File: config.mk
export PLATFORM = sky130hd
export DESIGN_NAME = ts_sync_lock_and_byte_position_flat
export DESIGN_NICKNAME = d
export VERILOG_FILES = /design/src/hw/rtl/tslk_pkg.sv /design/src/hw/rtl/tslk_if.sv /design/src/hw/rtl/ts_sync_lock_and_byte_position.sv /design/src/hw/rtl/tslk_pos.sv /design/src/hw/rtl/tslk_lock.sv /design/src/flat_wrapper.sv
export SDC_FILE = /design/constraint.sdc
export NUM_CORES = 1
export LEC_CHECK = 0
export ABC_AREA = 1
export BUFFER_PORTS_ARGS = -buffer_cell sky130_fd_sc_hd__buf_2
export CORE_MARGIN = 10
export CORE_UTILIZATION = 53
export DETAILED_ROUTE_END_ITERATION = 8
export GPL_TIMING_DRIVEN = 0
export PLACE_DENSITY = 0.7
export SLEW_MARGIN = 5
export SYNTH_ARGS = -nofsm -noshare
export SYNTH_HDL_FRONTEND = slang
export SYNTH_SLANG_ARGS = --single-unit
File: constraint.sdc
create_clock -name clk -period 9.9 [get_ports clk]
set_input_delay 0.99 -clock clk [delete_from_list [all_inputs] [get_ports clk]]
set_output_delay 0.99 -clock clk [all_outputs]
set_load 0.05 [all_outputs]
File: src/hw/rtl/tslk_pkg.sv
// ----------------------------------------------------------------------------
// tslk_pkg
// shared types and constants for the ts sync lock and byte position block
// ----------------------------------------------------------------------------
package tslk_pkg;

	// sync byte of a transport packet
	localparam logic [7:0] SYNC_MARK = 8'h47;

	// configuration register reset values
	localparam logic [7:0] PKT_LEN_RST  = 8'd188;
	localparam logic [3:0] LOCK_THR_RST = 4'd5;

	// configuration port geometry
	localparam int CFG_IDX_W  = 1;
	localparam int CFG_DATA_W = 8;

	// configuration register indexes
	localparam logic [CFG_IDX_W-1:0] CFG_PACKET_LENGTH  = 1'd0;
	localparam logic [CFG_IDX_W-1:0] CFG_LOCK_THRESHOLD = 1'd1;

	// per-packet decision flags from the lock tracker
	typedef struct packed {
		logic packet_valid;
		logic sync_loss_event;
		logic sync_byte_error_event;
	} lock_flags_t;

	// lock tracker state, exported for checking
	typedef struct packed {
		logic       locked;
		logic       loss_pending;
		logic [3:0] good_count;
	} lock_status_t;

	// one result request
	typedef struct packed {
		lock_flags_t flags;
		logic [31:0] byte_position;
		logic        carry_flag;
	} result_t;

endpackage

File: src/hw/rtl/tslk_if.sv
// ----------------------------------------------------------------------------
// tslk_if
// valid/ready channels for packet requests and result requests
// ----------------------------------------------------------------------------
interface tslk_in_if;
	logic       valid;
	logic       ready;
	logic [7:0] first_byte;

	modport source (output valid, output first_byte, input ready);
	modport sink (input valid, input first_byte, output ready);
endinterface

interface tslk_out_if;
	logic        valid;
	logic        ready;
	logic        packet_valid;
	logic        sync_loss_event;
	logic        sync_byte_error_event;
	logic [31:0] byte_position;
	logic        carry_flag;

	modport source (
		output valid, output packet_valid, output sync_loss_event,
		output sync_byte_error_event, output byte_position, output carry_flag,
		input ready
	);
	modport sink (
		input valid, input packet_valid, input sync_loss_event,
		input sync_byte_error_event, input byte_position, input carry_flag,
		output ready
	);
endinterface

File: src/hw/rtl/ts_sync_lock_and_byte_position.sv
// ----------------------------------------------------------------------------
// ts_sync_lock_and_byte_position
// transport stream sync byte lock and running byte position
// ----------------------------------------------------------------------------
//
//  channel | direction | payload
//  --------+-----------+----------------------------------------------------
//  pkt     | in        | first_byte
//  res     | out       | packet_valid, sync_loss_event, sync_byte_error_event,
//          |           | byte_position, carry_flag
//  cfg     | in        | cfg_we, cfg_index, cfg_data (write only)
//
//  one packet request per cycle sustained while the receiver takes results;
//  each result passes through the input register, then the result register
//  lock state and position update in the single step from s1 to s2
//  a new packet is taken while a finished result waits in s2, as long as
//  s1 is empty or moving on
//  asynchronous active-low reset clears valids, lock state, position and
//  the config registers (length 188, threshold 5)
//
module ts_sync_lock_and_byte_position (
	input  logic                             clk,
	input  logic                             arst_n,
	tslk_in_if.sink                          pkt,
	tslk_out_if.source                       res,
	input  logic                             cfg_we,
	input  logic [tslk_pkg::CFG_IDX_W-1:0]   cfg_index,
	input  logic [tslk_pkg::CFG_DATA_W-1:0]  cfg_data
);

	// configuration registers
	logic [7:0] pkt_len_q;
	logic [3:0] lock_thr_q;

	always_ff @(posedge clk or negedge arst_n) begin
		if (!arst_n) begin
			pkt_len_q  <= tslk_pkg::PKT_LEN_RST;
			lock_thr_q <= tslk_pkg::LOCK_THR_RST;
		end else if (cfg_we) begin
			case (cfg_index)
				tslk_pkg::CFG_PACKET_LENGTH: begin
					pkt_len_q <= cfg_data[7:0];
				end
				tslk_pkg::CFG_LOCK_THRESHOLD: begin
					lock_thr_q <= cfg_data[3:0];
				end
				default: begin
				end
			endcase
		end
	end

	// pipeline control
	logic       v_s1;
	logic [7:0] byte_s1;
	logic       v_s2;
	logic       advance;

	tslk_pkg::result_t      result_s2;
	tslk_pkg::lock_flags_t  flags;
	tslk_pkg::lock_status_t status;
	logic [31:0]            next_position;
	logic                   carry;

	// s1 moves to s2 when the result register is free or being drained
	assign advance   = v_s1 && (!v_s2 || res.ready);
	assign pkt.ready = !v_s1 || advance;

	// input register
	always_ff @(posedge clk or negedge arst_n) begin
		if (!arst_n) begin
			v_s1 <= 1'b0;
		end else if (pkt.ready) begin
			v_s1 <= pkt.valid;
		end
	end

	always_ff @(posedge clk) begin
		if (pkt.valid && pkt.ready) begin
			byte_s1 <= pkt.first_byte;
		end
	end

	// per-packet decision, state advances only when the request moves on
	tslk_lock u_lock (
		.clk            (clk),
		.arst_n         (arst_n),
		.step           (advance),
		.first_byte     (byte_s1),
		.lock_threshold (lock_thr_q),
		.flags          (flags),
		.status         (status)
	);

	tslk_pos u_pos (
		.clk           (clk),
		.arst_n        (arst_n),
		.step          (advance),
		.packet_length (pkt_len_q),
		.next_position (next_position),
		.carry         (carry)
	);

	// result register
	always_ff @(posedge clk or negedge arst_n) begin
		if (!arst_n) begin
			v_s2 <= 1'b0;
		end else if (!v_s2 || res.ready) begin
			v_s2 <= v_s1;
		end
	end

	always_ff @(posedge clk) begin
		if (advance) begin
			result_s2.flags         <= flags;
			result_s2.byte_position <= next_position;
			result_s2.carry_flag    <= carry;
		end
	end

	assign res.valid                 = v_s2;
	assign res.packet_valid          = result_s2.flags.packet_valid;
	assign res.sync_loss_event       = result_s2.flags.sync_loss_event;
	assign res.sync_byte_error_event = result_s2.flags.sync_byte_error_event;
	assign res.byte_position         = result_s2.byte_position;
	assign res.carry_flag            = result_s2.carry_flag;

	// at most one of the three flags per packet
	a_flags_exclusive: assert property (@(posedge clk) disable iff (!arst_n)
		res.valid |-> $onehot0({res.packet_valid, res.sync_loss_event,
			res.sync_byte_error_event}))
		else $error("more than one packet flag set");

	// a wrapped position never passes the packet length
	a_wrap_bound: assert property (@(posedge clk) disable iff (!arst_n)
		(res.valid && res.carry_flag) |-> (res.byte_position <= {24'd0, pkt_len_q}))
		else $error("wrapped byte position out of range");

	// regaining lock clears a pending loss
	a_lock_loss: assert property (@(posedge clk) disable iff (!arst_n)
		status.locked |-> (!status.loss_pending && status.good_count == 4'd0))
		else $error("locked with loss pending or nonzero count");

	// a request waiting in s1 with s2 free moves on at the next edge
	a_s1_drains: assert property (@(posedge clk) disable iff (!arst_n)
		(v_s1 && !v_s2) |=> v_s2)
		else $error("input register did not move to result register");

endmodule

File: src/hw/rtl/tslk_pos.sv
// ----------------------------------------------------------------------------
// tslk_pos
// running 32-bit byte position, advanced by the packet length per packet
// ----------------------------------------------------------------------------
module tslk_pos (
	input  logic        clk,
	input  logic        arst_n,
	input  logic        step,
	input  logic [7:0]  packet_length,
	output logic [31:0] next_position,
	output logic        carry
);

	logic [31:0] position_q;
	logic [32:0] sum;

	// on wrap the position lands one past a plain modulo wrap
	assign sum           = {1'b0, position_q} + {25'd0, packet_length};
	assign carry         = sum[32];
	assign next_position = sum[31:0] + {31'd0, carry};

	always_ff @(posedge clk or negedge arst_n) begin
		if (!arst_n) begin
			position_q <= '0;
		end else if (step) begin
			position_q <= next_position;
		end
	end

endmodule

File: src/hw/rtl/tslk_lock.sv
// ----------------------------------------------------------------------------
// tslk_lock
// sync byte lock tracker with loss and sync byte error events
// ----------------------------------------------------------------------------
module tslk_lock (
	input  logic                   clk,
	input  logic                   arst_n,
	input  logic                   step,
	input  logic [7:0]             first_byte,
	input  logic [3:0]             lock_threshold,
	output tslk_pkg::lock_flags_t  flags,
	output tslk_pkg::lock_status_t status
);

	logic       locked_q;
	logic       loss_pending_q;
	logic [3:0] good_count_q;

	logic       locked_d;
	logic       loss_pending_d;
	logic [3:0] good_count_d;
	logic [3:0] count_inc;
	logic       is_sync;

	assign is_sync   = (first_byte == tslk_pkg::SYNC_MARK);
	assign count_inc = good_count_q + 4'd1;

	always_comb begin
		locked_d       = locked_q;
		loss_pending_d = loss_pending_q;
		good_count_d   = good_count_q;
		flags          = '0;
		if (!locked_q) begin
			if (is_sync) begin
				if (count_inc >= lock_threshold) begin
					locked_d                    = 1'b1;
					good_count_d                = '0;
					flags.sync_loss_event       = loss_pending_q;
					loss_pending_d              = 1'b0;
				end else begin
					good_count_d = count_inc;
				end
			end else begin
				flags.sync_byte_error_event = loss_pending_q;
				good_count_d                = '0;
			end
		end else begin
			if (is_sync) begin
				flags.packet_valid = 1'b1;
			end else begin
				// drop lock, no event for this packet
				loss_pending_d = 1'b1;
				locked_d       = 1'b0;
				good_count_d   = '0;
			end
		end
	end

	always_ff @(posedge clk or negedge arst_n) begin
		if (!arst_n) begin
			locked_q       <= 1'b0;
			loss_pending_q <= 1'b0;
			good_count_q   <= '0;
		end else if (step) begin
			locked_q       <= locked_d;
			loss_pending_q <= loss_pending_d;
			good_count_q   <= good_count_d;
		end
	end

	assign status.locked       = locked_q;
	assign status.loss_pending = loss_pending_q;
	assign status.good_count   = good_count_q;

endmodule

File: src/flat_wrapper.sv
// flat-port wrapper written by rule: the top's interface ports become plain ports
module ts_sync_lock_and_byte_position_flat 
  (clk, arst_n, cfg_we, cfg_index, cfg_data, pkt_valid, pkt_first_byte, pkt_ready, res_valid, res_packet_valid, res_sync_loss_event, res_sync_byte_error_event, res_byte_position, res_carry_flag, res_ready);
  tslk_in_if pkt_i ();
  tslk_out_if res_i ();
  input  logic clk;
  input  logic arst_n;
  input  logic cfg_we;
  input  logic [tslk_pkg::CFG_IDX_W-1:0] cfg_index;
  input  logic [tslk_pkg::CFG_DATA_W-1:0] cfg_data;
  input wire logic [$bits(pkt_i.valid)-1:0] pkt_valid;
  input wire logic [$bits(pkt_i.first_byte)-1:0] pkt_first_byte;
  output wire logic [$bits(pkt_i.ready)-1:0] pkt_ready;
  output wire logic [$bits(res_i.valid)-1:0] res_valid;
  output wire logic [$bits(res_i.packet_valid)-1:0] res_packet_valid;
  output wire logic [$bits(res_i.sync_loss_event)-1:0] res_sync_loss_event;
  output wire logic [$bits(res_i.sync_byte_error_event)-1:0] res_sync_byte_error_event;
  output wire logic [$bits(res_i.byte_position)-1:0] res_byte_position;
  output wire logic [$bits(res_i.carry_flag)-1:0] res_carry_flag;
  input wire logic [$bits(res_i.ready)-1:0] res_ready;
  assign pkt_i.valid = pkt_valid;
  assign pkt_i.first_byte = pkt_first_byte;
  assign pkt_ready = pkt_i.ready;
  assign res_valid = res_i.valid;
  assign res_packet_valid = res_i.packet_valid;
  assign res_sync_loss_event = res_i.sync_loss_event;
  assign res_sync_byte_error_event = res_i.sync_byte_error_event;
  assign res_byte_position = res_i.byte_position;
  assign res_carry_flag = res_i.carry_flag;
  assign res_i.ready = res_ready;
  ts_sync_lock_and_byte_position u_core (.clk(clk), .arst_n(arst_n), .pkt(pkt_i), .res(res_i), .cfg_we(cfg_we), .cfg_index(cfg_index), .cfg_data(cfg_data));
endmodule
* Yosys cells after proc, flatten, opt, wreduce, memory -nomap -nowiden
Cells that the tools add are included.
** Word-level totals
- Flip-flop bits (word level) :: 96
- Latch bits :: 0
- Memory bits (writable) :: 0
- Memory bits (read-only) :: 0
- Input port bits :: 22
- Word-level logic and storage cells :: 49
- Memories kept :: 0
** Operators by class
- Add/sub/neg operators :: 3
- Multipliers :: 0
- Div/mod/pow operators :: 0
- $lt $le $gt $ge :: 1
- Equality and inequality tests :: 2
- Shifts and indexed selects :: 0
- Multiplexer cells :: 12
- Bitwise logic cells :: 3
- Reduce and logical (&&, ||, !) cells :: 14
** Operator list (count)
- $add A32 B8 Y33 :: 1
- $add A32 B1 Y32 :: 1
- $mux W4 :: 4
- $eq A8 B7 Y1 const B :: 1
- $mux W1 :: 8
- $reduce_and A2 Y1 :: 3
- $add A4 B1 Y4 const B :: 1
- $ge A4 B4 Y1 :: 1
- $reduce_and A4 Y1 :: 1
- $reduce_bool A2 Y1 :: 2
- $not A1 Y1 :: 3
- $reduce_or A3 Y1 :: 1
- $logic_and A1 B1 Y1 :: 2
- $logic_not A1 Y1 :: 2
- $logic_or A1 B1 Y1 :: 2
- $ne A2 B2 Y1 const B :: 1
- $reduce_or A2 Y1 :: 1

* Depth between registers and ports, before layout
Gate-level depths: netlist of run 1.
- Depth in word-level cells :: 5
- Gate-level depth with buffers :: 24
- Depth with buffers taken out :: 24

* Hierarchy
Synthesis of run 1 repeated with hierarchy kept, for this count alone.
** Unflattened totals
- Cells, all modules :: 815
- Area total of the unflattened synthesis :: 6137.1 um2
** By module, submodules not included
- tslk_pos :: instances 1, cells an instance 632, area an instance 3686.0 um2
- ts_sync_lock_and_byte_position :: instances 1, cells an instance 108, area an instance 1900.6 um2
- tslk_lock :: instances 1, cells an instance 75, area an instance 550.5 um2

* Worst setup path after synthesis of run 1
OpenSTA, ideal clock, no wires.
- Path kind :: reg2reg
- From :: reg u_core.u_pos.position_q[0]
- To :: reg u_core.res.byte_position[26] (netlist name)
- Library setup time :: 0.255 ns
- Arrival :: 3.028 ns
- Required time :: 9.645 ns
- Path slack :: 6.617 ns
- Stages on the path, launching flop included :: 21
- Period minus slack after synthesis :: 3.283 ns
- Cells stage by stage :: dfrtp_1 > ha_1 > fa_1 > nand3_1 > nand2_1 > nand3_1 > nand2_2 > nand4_1 > nor3_1 > ha_1 > ha_1 > inv_1 > nor2_1 > nand3_1 > nor2_2 > nand2_1 > nor2_4 > nand3_2 > nor2_1 > nand3_1 > and2_1
** On the way
- Cells in the longest elaborated chain, start to end :: 2
** RTL lines
- start, declared :: RTL line tslk_pos.sv:14 : logic [31:0] position_q;
- start signal, assigned :: RTL line tslk_pos.sv:26 : position_q <= next_position;
- $add A32 B8 Y33 :: RTL line tslk_pos.sv:18 : assign sum = {1'b0, position_q} + {25'd0, packet_length};
- via u_core.carry :: RTL line ts_sync_lock_and_byte_position.sv:63 : logic carry;
- $add A32 B1 Y32 :: RTL line tslk_pos.sv:20 : assign next_position = sum[31:0] + {31'd0, carry};
- via u_core.next_position[26] :: RTL line ts_sync_lock_and_byte_position.sv:62 : logic [31:0] next_position;
The timed path passes the listed nets, and every way through them passes these cells.
A chain may end at the register's enable or synchronous reset.

* Worst setup path after layout of run 1
- From :: reg u_core.pkt_len_q[0]
- To :: reg u_core.res.byte_position[26] (netlist name)
** On the way
- Cells in the longest elaborated chain, start to end :: 2
** RTL lines
- start, declared :: RTL line ts_sync_lock_and_byte_position.sv:32 : logic [7:0] pkt_len_q;
- start signal, assigned :: RTL line ts_sync_lock_and_byte_position.sv:37 : pkt_len_q <= tslk_pkg::PKT_LEN_RST;
- start signal, assigned :: RTL line ts_sync_lock_and_byte_position.sv:42 : pkt_len_q <= cfg_data[7:0];
- $add A32 B8 Y33 :: RTL line tslk_pos.sv:18
- via u_core.carry :: RTL line ts_sync_lock_and_byte_position.sv:63
- $add A32 B1 Y32 :: RTL line tslk_pos.sv:20
- via u_core.next_position[26] :: RTL line ts_sync_lock_and_byte_position.sv:62
The timed path passes the listed nets, and every way through them passes these cells.

==> qor.csv, run 1 <==
stage,metric,value,unit
logic_synthesis,synth_cells,850,
sta,grt_setup_unrepaired,false,
placed_design,placed_cell_area,0.00675,mm2
critical_path,path_delay_family,simple AND/OR/NAND/NOR gates,
clocking,clockBufferDepth,2,
route,postRouteAntennaNets,0,
sta,worst_slew_pin_slew,1.01,ns
die,rows,39,
critical_path,cp.arrival,4.35,ns
sta,holdWs,0.495,ns
route,viasPerCell,5.29,
logic_synthesis,ys_top_cells_by_area,"edfxtp_1 (21%), nand2_1 (18%), dfrtp_1 (18%), nand3_1 (6.9%), inv_1 (6.4%)",
power,peakVddDrop,0.000185,V
sta,worst_slack,5.66,ns
clocking,cts_resized,0,
finish,multi_input_area,0.00315,mm2
route,drt-total-wl,17300,um
sta,finalCritPeriodShare,42.8,%
sta,min_period,4.24,ns
power,leakage,3.40,nW
logic_synthesis,synth_edf_count,44,
finish,nFillCells,1054,
placed_design,gp_congestion,0.929,
critical_path,ff2ff_setup_slack,5.66,ns
die,dieHeight,129,um
sta,finalSetupTns,0,ns
die,die_area,0.0166,mm2
clocking,htree_levels,3,
route,via_count,5647,
clocking,clock_sinks,96,
finish,drive_gt1_share,16.6,%
critical_path,rr_startpoint,u_core.pkt_len_q[0],
logic_synthesis,yosysTopAreaCell,edfxtp_1,
clocking,clk_pin_slew,0.07,ns
critical_path,startpoint,u_core.pkt_len_q[0],
route,drtIter0Drc,472,
clocking,post_cts_buffers,0,
critical_path,cp_max_fo,6,
critical_path,crit_path_top_delay_cell,dfrtp_1,
critical_path,start_kind,flip-flop,
logic_synthesis,synthArstFlopShare,54.2,%
placed_design,pre_cts_ws,5.70,ns
power,total_power,1.72,mW
finish,final_cells,1068,
finish,fin_util,61.0,%
clocking,root_buffer,clkbuf_16,
route,drc_errors,0,
finish,seq_area,0.00263,mm2
critical_path,critPathMostFrequentCell,nand3_1,
route,drt_pass1_iterations,7,
sta,relSlewSlack,33.0,%
critical_path,path_class,flip-flop to flip-flop,
die,start_util,54.5,%
finish,finalNetCount,958,
status,status,"complete, no violations",
global_routing,antenna_found_initial,0,
logic_synthesis,yosysUniqueCellTypes,39,
critical_path,endpoint_kind,flip-flop,
die,die_x,129,um
min_path,holdCritStartpoint,u_core.lock_thr_q[0],
sta,fmax,0.236,GHz
job,cap_violations,0,
logic_synthesis,ys_seq_elements,96,
sta,setup_viol,0,
sta,fin_worst_skew,0.00742,ns
clocking,clock_latency,0.36,ns
clocking,postCtsHoldBufs,0,
finish,n_antenna_cell,0,
placed_design,dp.cells,1052,
logic_synthesis,synth_ff_type,dfrtp_1,
sta,timing.final.max_slew_violations,0,
finish,post-route-cell-area,0.00703,mm2
critical_path,path_cells,"ha_1, fa_1, nand3_1, nand2_1, nand3_1, nand2_2, nand4_1, nor3_1, ha_1, ha_1, inv_1, nor2_1, nand3_1, nor2_2, nand2_1, nor2_4, nand3_2, nor2_1, nand3_1, and2_1",
min_path,hold_path.class,flip-flop to flip-flop,
logic_synthesis,yosys_warnings,0,
placed_design,dpl.hpwl,13700,um
critical_path,path_buf_inv,1,
global_routing,grt_pass1_wl,28100,um
logic_synthesis,syn_nets,888,
critical_path,crit_required,10.01,ns
clocking,cts_tree,done,
global_routing,grt-ovfl-total,0,
logic_synthesis,avgSynthCellArea,7.38,um2
power,power_density,245,mW/mm2
logic_synthesis,ys_seq_area_share,42.0,%
logic_synthesis,yosysTopAreaCellShare,21.1,%
die,design.core.area,0.0115,mm2
sta,hold_viol,0,
logic_synthesis,synthesis.area,0.00627,mm2
clocking,numCtsBuffers,9,
placed_design,portBuffers,59,
route,drt-wirelength-per-cell,16.2,um
critical_path,slowest_delay,0.36,ns
die,pin_count,60,
global_routing,grt_usage,21.7,%
finish,area_growth,12.1,%
global_routing,grt_pass1_vias,5607,
global_routing,grt_max_degree,53,
-- worst min-delay path, delay by kind of cell, from the launching register on --
family / cells / cell delay, ns
simple gates: 1 / 0.05
compound gates: 1 / 0.07
flops: 1 / 0.37
-- flip-flops by register name, summed over array words and instances, names as in the netlist --
| signal | count |
|---|---|
| u_core.res.sync_byte_error_event | 1 |
| u_core.lock_thr_q | 4 |
| u_core.res.carry_flag | 1 |
| u_core.res.byte_position | 32 |
| u_core.res.valid | 1 |
| u_core.u_lock.loss_pending_q | 1 |
| u_core.u_lock.locked_q | 1 |
| u_core.v_s1 | 1 |
| u_core.res.packet_valid | 1 |
| u_core.pkt_len_q | 8 |
| u_core.byte_s1 | 8 |
| u_core.u_pos.position_q | 32 |
| u_core.u_lock.good_count_q | 4 |
| u_core.res.sync_loss_event | 1 |
-- synth_stat cells, types with 3 or more instances --
master / n
nand2_1: 308
nor2_4: 10
o21ai_1: 8
nand2_2: 20
a21oi_1: 3
edfxtp_1: 44
o21ai_0: 26
dfrtp_1: 45
nand3_2: 12
inv_2: 8
xor2_1: 15
nor2_1: 61
nor3_1: 7
inv_1: 107
nand3_1: 86
and2_1: 11
dfstp_2: 7
nor2_2: 11
nand4_1: 12
mux2_2: 4
xnor2_1: 4
clkbuf_1: 8
ha_1: 15
-- cell families (layout without fill, tap and decap cells) --
| group | Yosys count | in the layout | share of synthesized area (%) |
|---|---|---|---|
| xor+xnor | 19 | 19 | 2.65 |
| buf+inv | 127 | 202 | 7.76 |
| simple gates | 546 | 546 | 39.9 |
| compound gates | 41 | 41 | 3.55 |
| fa+ha+maj | 16 | 16 | 3.31 |
| flops | 96 | 96 | 42.0 |
| mux | 5 | 5 | 0.878 |
-- power by group --
part	leakage (nW)	total [mW]	internal (mW)	switching [mW]
Combinational	2.17	0.777	0.208	0.569
Sequential	1.09	0.604	0.535	0.0689
Clock	0.140	0.342	0.175	0.167
Total	3.40	1.72	0.918	0.805
-- per-layer routing --
layer / global-route usage, % / routed length, um / vias to the layer above
li1: - / - / 2847
met1: 26.6 / 7550 / 2618
met2: 37.1 / 8370 / 154
met3: 3.70 / 924 / 28
met4: 8.96 / 466 / 0
met5: 0 / 0 / -
-- final timing paths --
kind | cells past startpoint | to
setup / recovery | 20 | u_core.res.byte_position[26]
hold / removal | 2 | u_core.lock_thr_q[0]
setup reg to reg | 20 | u_core.res.byte_position[26]
hold reg to reg | 2 | u_core.lock_thr_q[0]
max in group asynchronous | 1 | u_core.u_lock.good_count_q[2]
min in group asynchronous | 1 | u_core.u_pos.position_q[15]
-- area by class of cell --
type	count	area share [%]
Multi-Input combinational cell	627	44.9
Sequential cell	96	37.4
Inverter	116	6.19
Timing Repair Buffer	59	4.24
Clock buffer	10	3.26
Tap cell	143	2.55
Clock inverter	6	0.730
Buffer	11	0.730
-- cells in the final DEF (no fill, tap or decap), types with 20 or more instances in the layout --
cell type / count
nand2_1: 308
inv_1: 107
nand3_1: 86
nor2_1: 61
buf_2: 60
dfrtp_1: 45
edfxtp_1: 44
o21ai_0: 26
nand2_2: 20
Note: power is estimated with default switching activity, not from simulation.
==> run 2: changes to the inputs <==
- clock period: 9.9 -> 4.26 ns (I/O delays scaled with it)
==> qor.csv, run 2 (synthesis gave the netlist of run 1 again) <==
stage,metric,value,unit,change
die,design.core.area,0.0115,mm2,unchanged
finish,fin_util,61.3,%,was 61.0%
critical_path,crit_required,4.38,ns,was 10.01 ns
global_routing,grt_pass1_vias,5607,,unchanged
critical_path,cp.arrival,4.02,ns,was 4.35 ns
die,start_util,54.5,%,unchanged
route,drt_pass1_iterations,6,,was 7
die,pin_count,60,,unchanged
sta,grt_setup_unrepaired,false,,unchanged
sta,min_period,3.90,ns,was 4.24 ns
finish,area_growth,12.5,%,was 12.1%
route,drtIter0Drc,446,,was 472
sta,worst_slew_pin_slew,1.01,ns,about the same
route,drt-total-wl,17400,um,"was 17,300 um"
finish,post-route-cell-area,0.00706,mm2,was 0.00703 mm2
critical_path,rr_startpoint,u_core.u_pos.position_q[5],,was u_core.pkt_len_q[0]
finish,final_cell_mix,"nand2_1 (308), inv_1 (107), nand3_1 (86)",,unchanged
power,peakVddDrop,0.000426,V,was 0.000185 V
critical_path,ff2ff_path_depth,21,,was 20
clocking,postCtsHoldBufs,0,,unchanged
sta,fin_worst_skew,0.00681,ns,was 0.00742 ns
finish,drive_gt1_share,17.4,%,was 16.6%
clocking,clk_pin_slew,0.07,ns,about the same
route,viasPerCell,5.33,,was 5.29
placed_design,portBuffers,59,,unchanged
critical_path,path_class,flip-flop to flip-flop,,unchanged
clocking,clockBufferDepth,2,,unchanged
critical_path,start_kind,flip-flop,,unchanged
finish,final_cells,1068,,unchanged
clocking,cts_tree,done,,unchanged
power,leakage,3.39,nW,was 3.40 nW
global_routing,antenna_found_initial,0,,unchanged
status,status,"complete, no violations",,unchanged
route,drc_errors,0,,unchanged
route,postRouteAntennaNets,0,,unchanged
critical_path,cp_max_fo,6,,unchanged
global_routing,grt_pass1_wl,28100,um,unchanged
finish,reg_top3,"u_core.res.byte_position x32, u_core.u_pos.position_q x32",,unchanged
finish,nFillCells,1049,,"was 1,054"
finish,finalNetCount,958,,unchanged
power,total_power,4.02,mW,was 1.72 mW
placed_design,dpl.hpwl,13700,um,unchanged
sta,hold_viol,0,,unchanged
sta,fmax,0.257,GHz,was 0.236 GHz
clocking,clock_latency,0.36,ns,about the same
power,power_density,569,mW/mm2,was 245 mW/mm2
clocking,clock_sinks,96,,unchanged
critical_path,r2r_end,u_core.res.byte_position[30],,was u_core.res.byte_position[26]
sta,setup_viol,0,,unchanged
sta,finalSetupTns,0,ns,unchanged
route,via_count,5691,,"was 5,647"
critical_path,endpoint_kind,flip-flop,,unchanged
sta,relSlewSlack,32.5,%,was 33.0%
die,die_area,0.0166,mm2,unchanged
die,rows,39,,unchanged
die,dieHeight,129,um,unchanged
clocking,htree_levels,3,,unchanged
sta,finalCritPeriodShare,91.5,%,was 42.8%
global_routing,grt-ovfl-total,0,,unchanged
job,cap_violations,0,,unchanged
critical_path,ff2ff_setup_slack,0.36,ns,was 5.66 ns
min_path,hold_path.class,primary input to asynchronous set/reset pin,,was flip-flop to flip-flop
global_routing,grt_usage,21.7,%,unchanged
clocking,root_buffer,clkbuf_16,,unchanged
placed_design,placed_cell_area,0.00675,mm2,unchanged
placed_design,gp_congestion,0.929,,unchanged
die,die_x,129,um,unchanged
clocking,numCtsBuffers,9,,unchanged
global_routing,grt_max_degree,53,,unchanged
finish,final_common_cell,nand2_1,,unchanged
finish,n_antenna_cell,0,,unchanged
sta,timing.final.max_slew_violations,0,,unchanged
placed_design,dp.cells,1052,,unchanged
clocking,post_cts_buffers,0,,unchanged
route,drt-wirelength-per-cell,16.2,um,about the same
## run 2: power breakdown
group / leakage [nW] / internal (mW) / switching, mW
Clock: 0.140 / 0.407 / 0.387
Combinational: 2.16 / 0.489 / 1.33
Sequential: 1.09 / 1.24 / 0.162
Total: 3.39 / 2.14 / 1.88
## run 2: worst max-delay path by stage
stage | slack, ns | startpoint | endpoint | cells after the start
finish | 0.36 | u_core.u_pos.position_q[5] | u_core.res.byte_position[30] | 21
global route | 0.005 | u_core.u_pos.position_q[5] | u_core.res.byte_position[30] | 21
CTS | 0.07 | u_core.u_pos.position_q[0] | u_core.res.byte_position[26] | 20
detailed placement | 0.06 | u_core.u_pos.position_q[0] | u_core.res.byte_position[26] | 20
global placement | 0.13 | u_core.pkt_len_q[0] | u_core.res.byte_position[26] | 20
floorplan | 0.98 | u_core.u_pos.position_q[0] | u_core.res.byte_position[26] | 20
## run 2: cell type report
cell class	instances	area [um2]	share of cell area [%]
Clock buffer	10	229	3.24
Inverter	116	435	6.17
Timing Repair Buffer	59	298	4.22
Tap cell	143	179	2.53
Buffer	11	51.3	0.727
Clock inverter	6	51.3	0.727
Multi-Input combinational cell	627	3180	45.1
Sequential cell	96	2630	37.3
## run 2: timing repair
action,in CTS,in global routing
endpoints found under the setup margin,0,16
resized for setup,0,9
hold endpoints to repair,0,0
## run 2: per-stage QoR
step | worst slack, ns | hold WS (ns)
floorplan | 0.977 | 0.130
global placement | 0.133 | 0.469
detailed placement | 0.0630 | 0.478
CTS | 0.0697 | 0.234
global route | 0.00538 | 0.179
finish | 0.364 | 0.125
## run 2: per-layer routing
layer	GRT usage, %	up-vias	part of all wire [%]
li1	-	2844	-
met5	0	-	0
met4	8.96	0	2.7
met2	37.1	170	49
met3	3.70	28	5.6
met1	26.6	2649	43
## run 2: critical path: stages, from the launching register on
cell and delay (ns):
dfrtp_1 0.40, ha_1 0.40, nand2_1 0.07, nand2_1 0.14, nand2_1 0.07, nand2_1 0.10
nand2_1 0.09, nand2_2 0.14, nand4_1 0.11, nor3_2 0.18, ha_1 0.22, ha_1 0.18
inv_1 0.06, nor2_2 0.17, nand3_1 0.13, nor2_2 0.19, nand2_1 0.15, nor2_4 0.16
nand3_2 0.20, nor2_2 0.22, nand3_1 0.10, and2_1 0.17
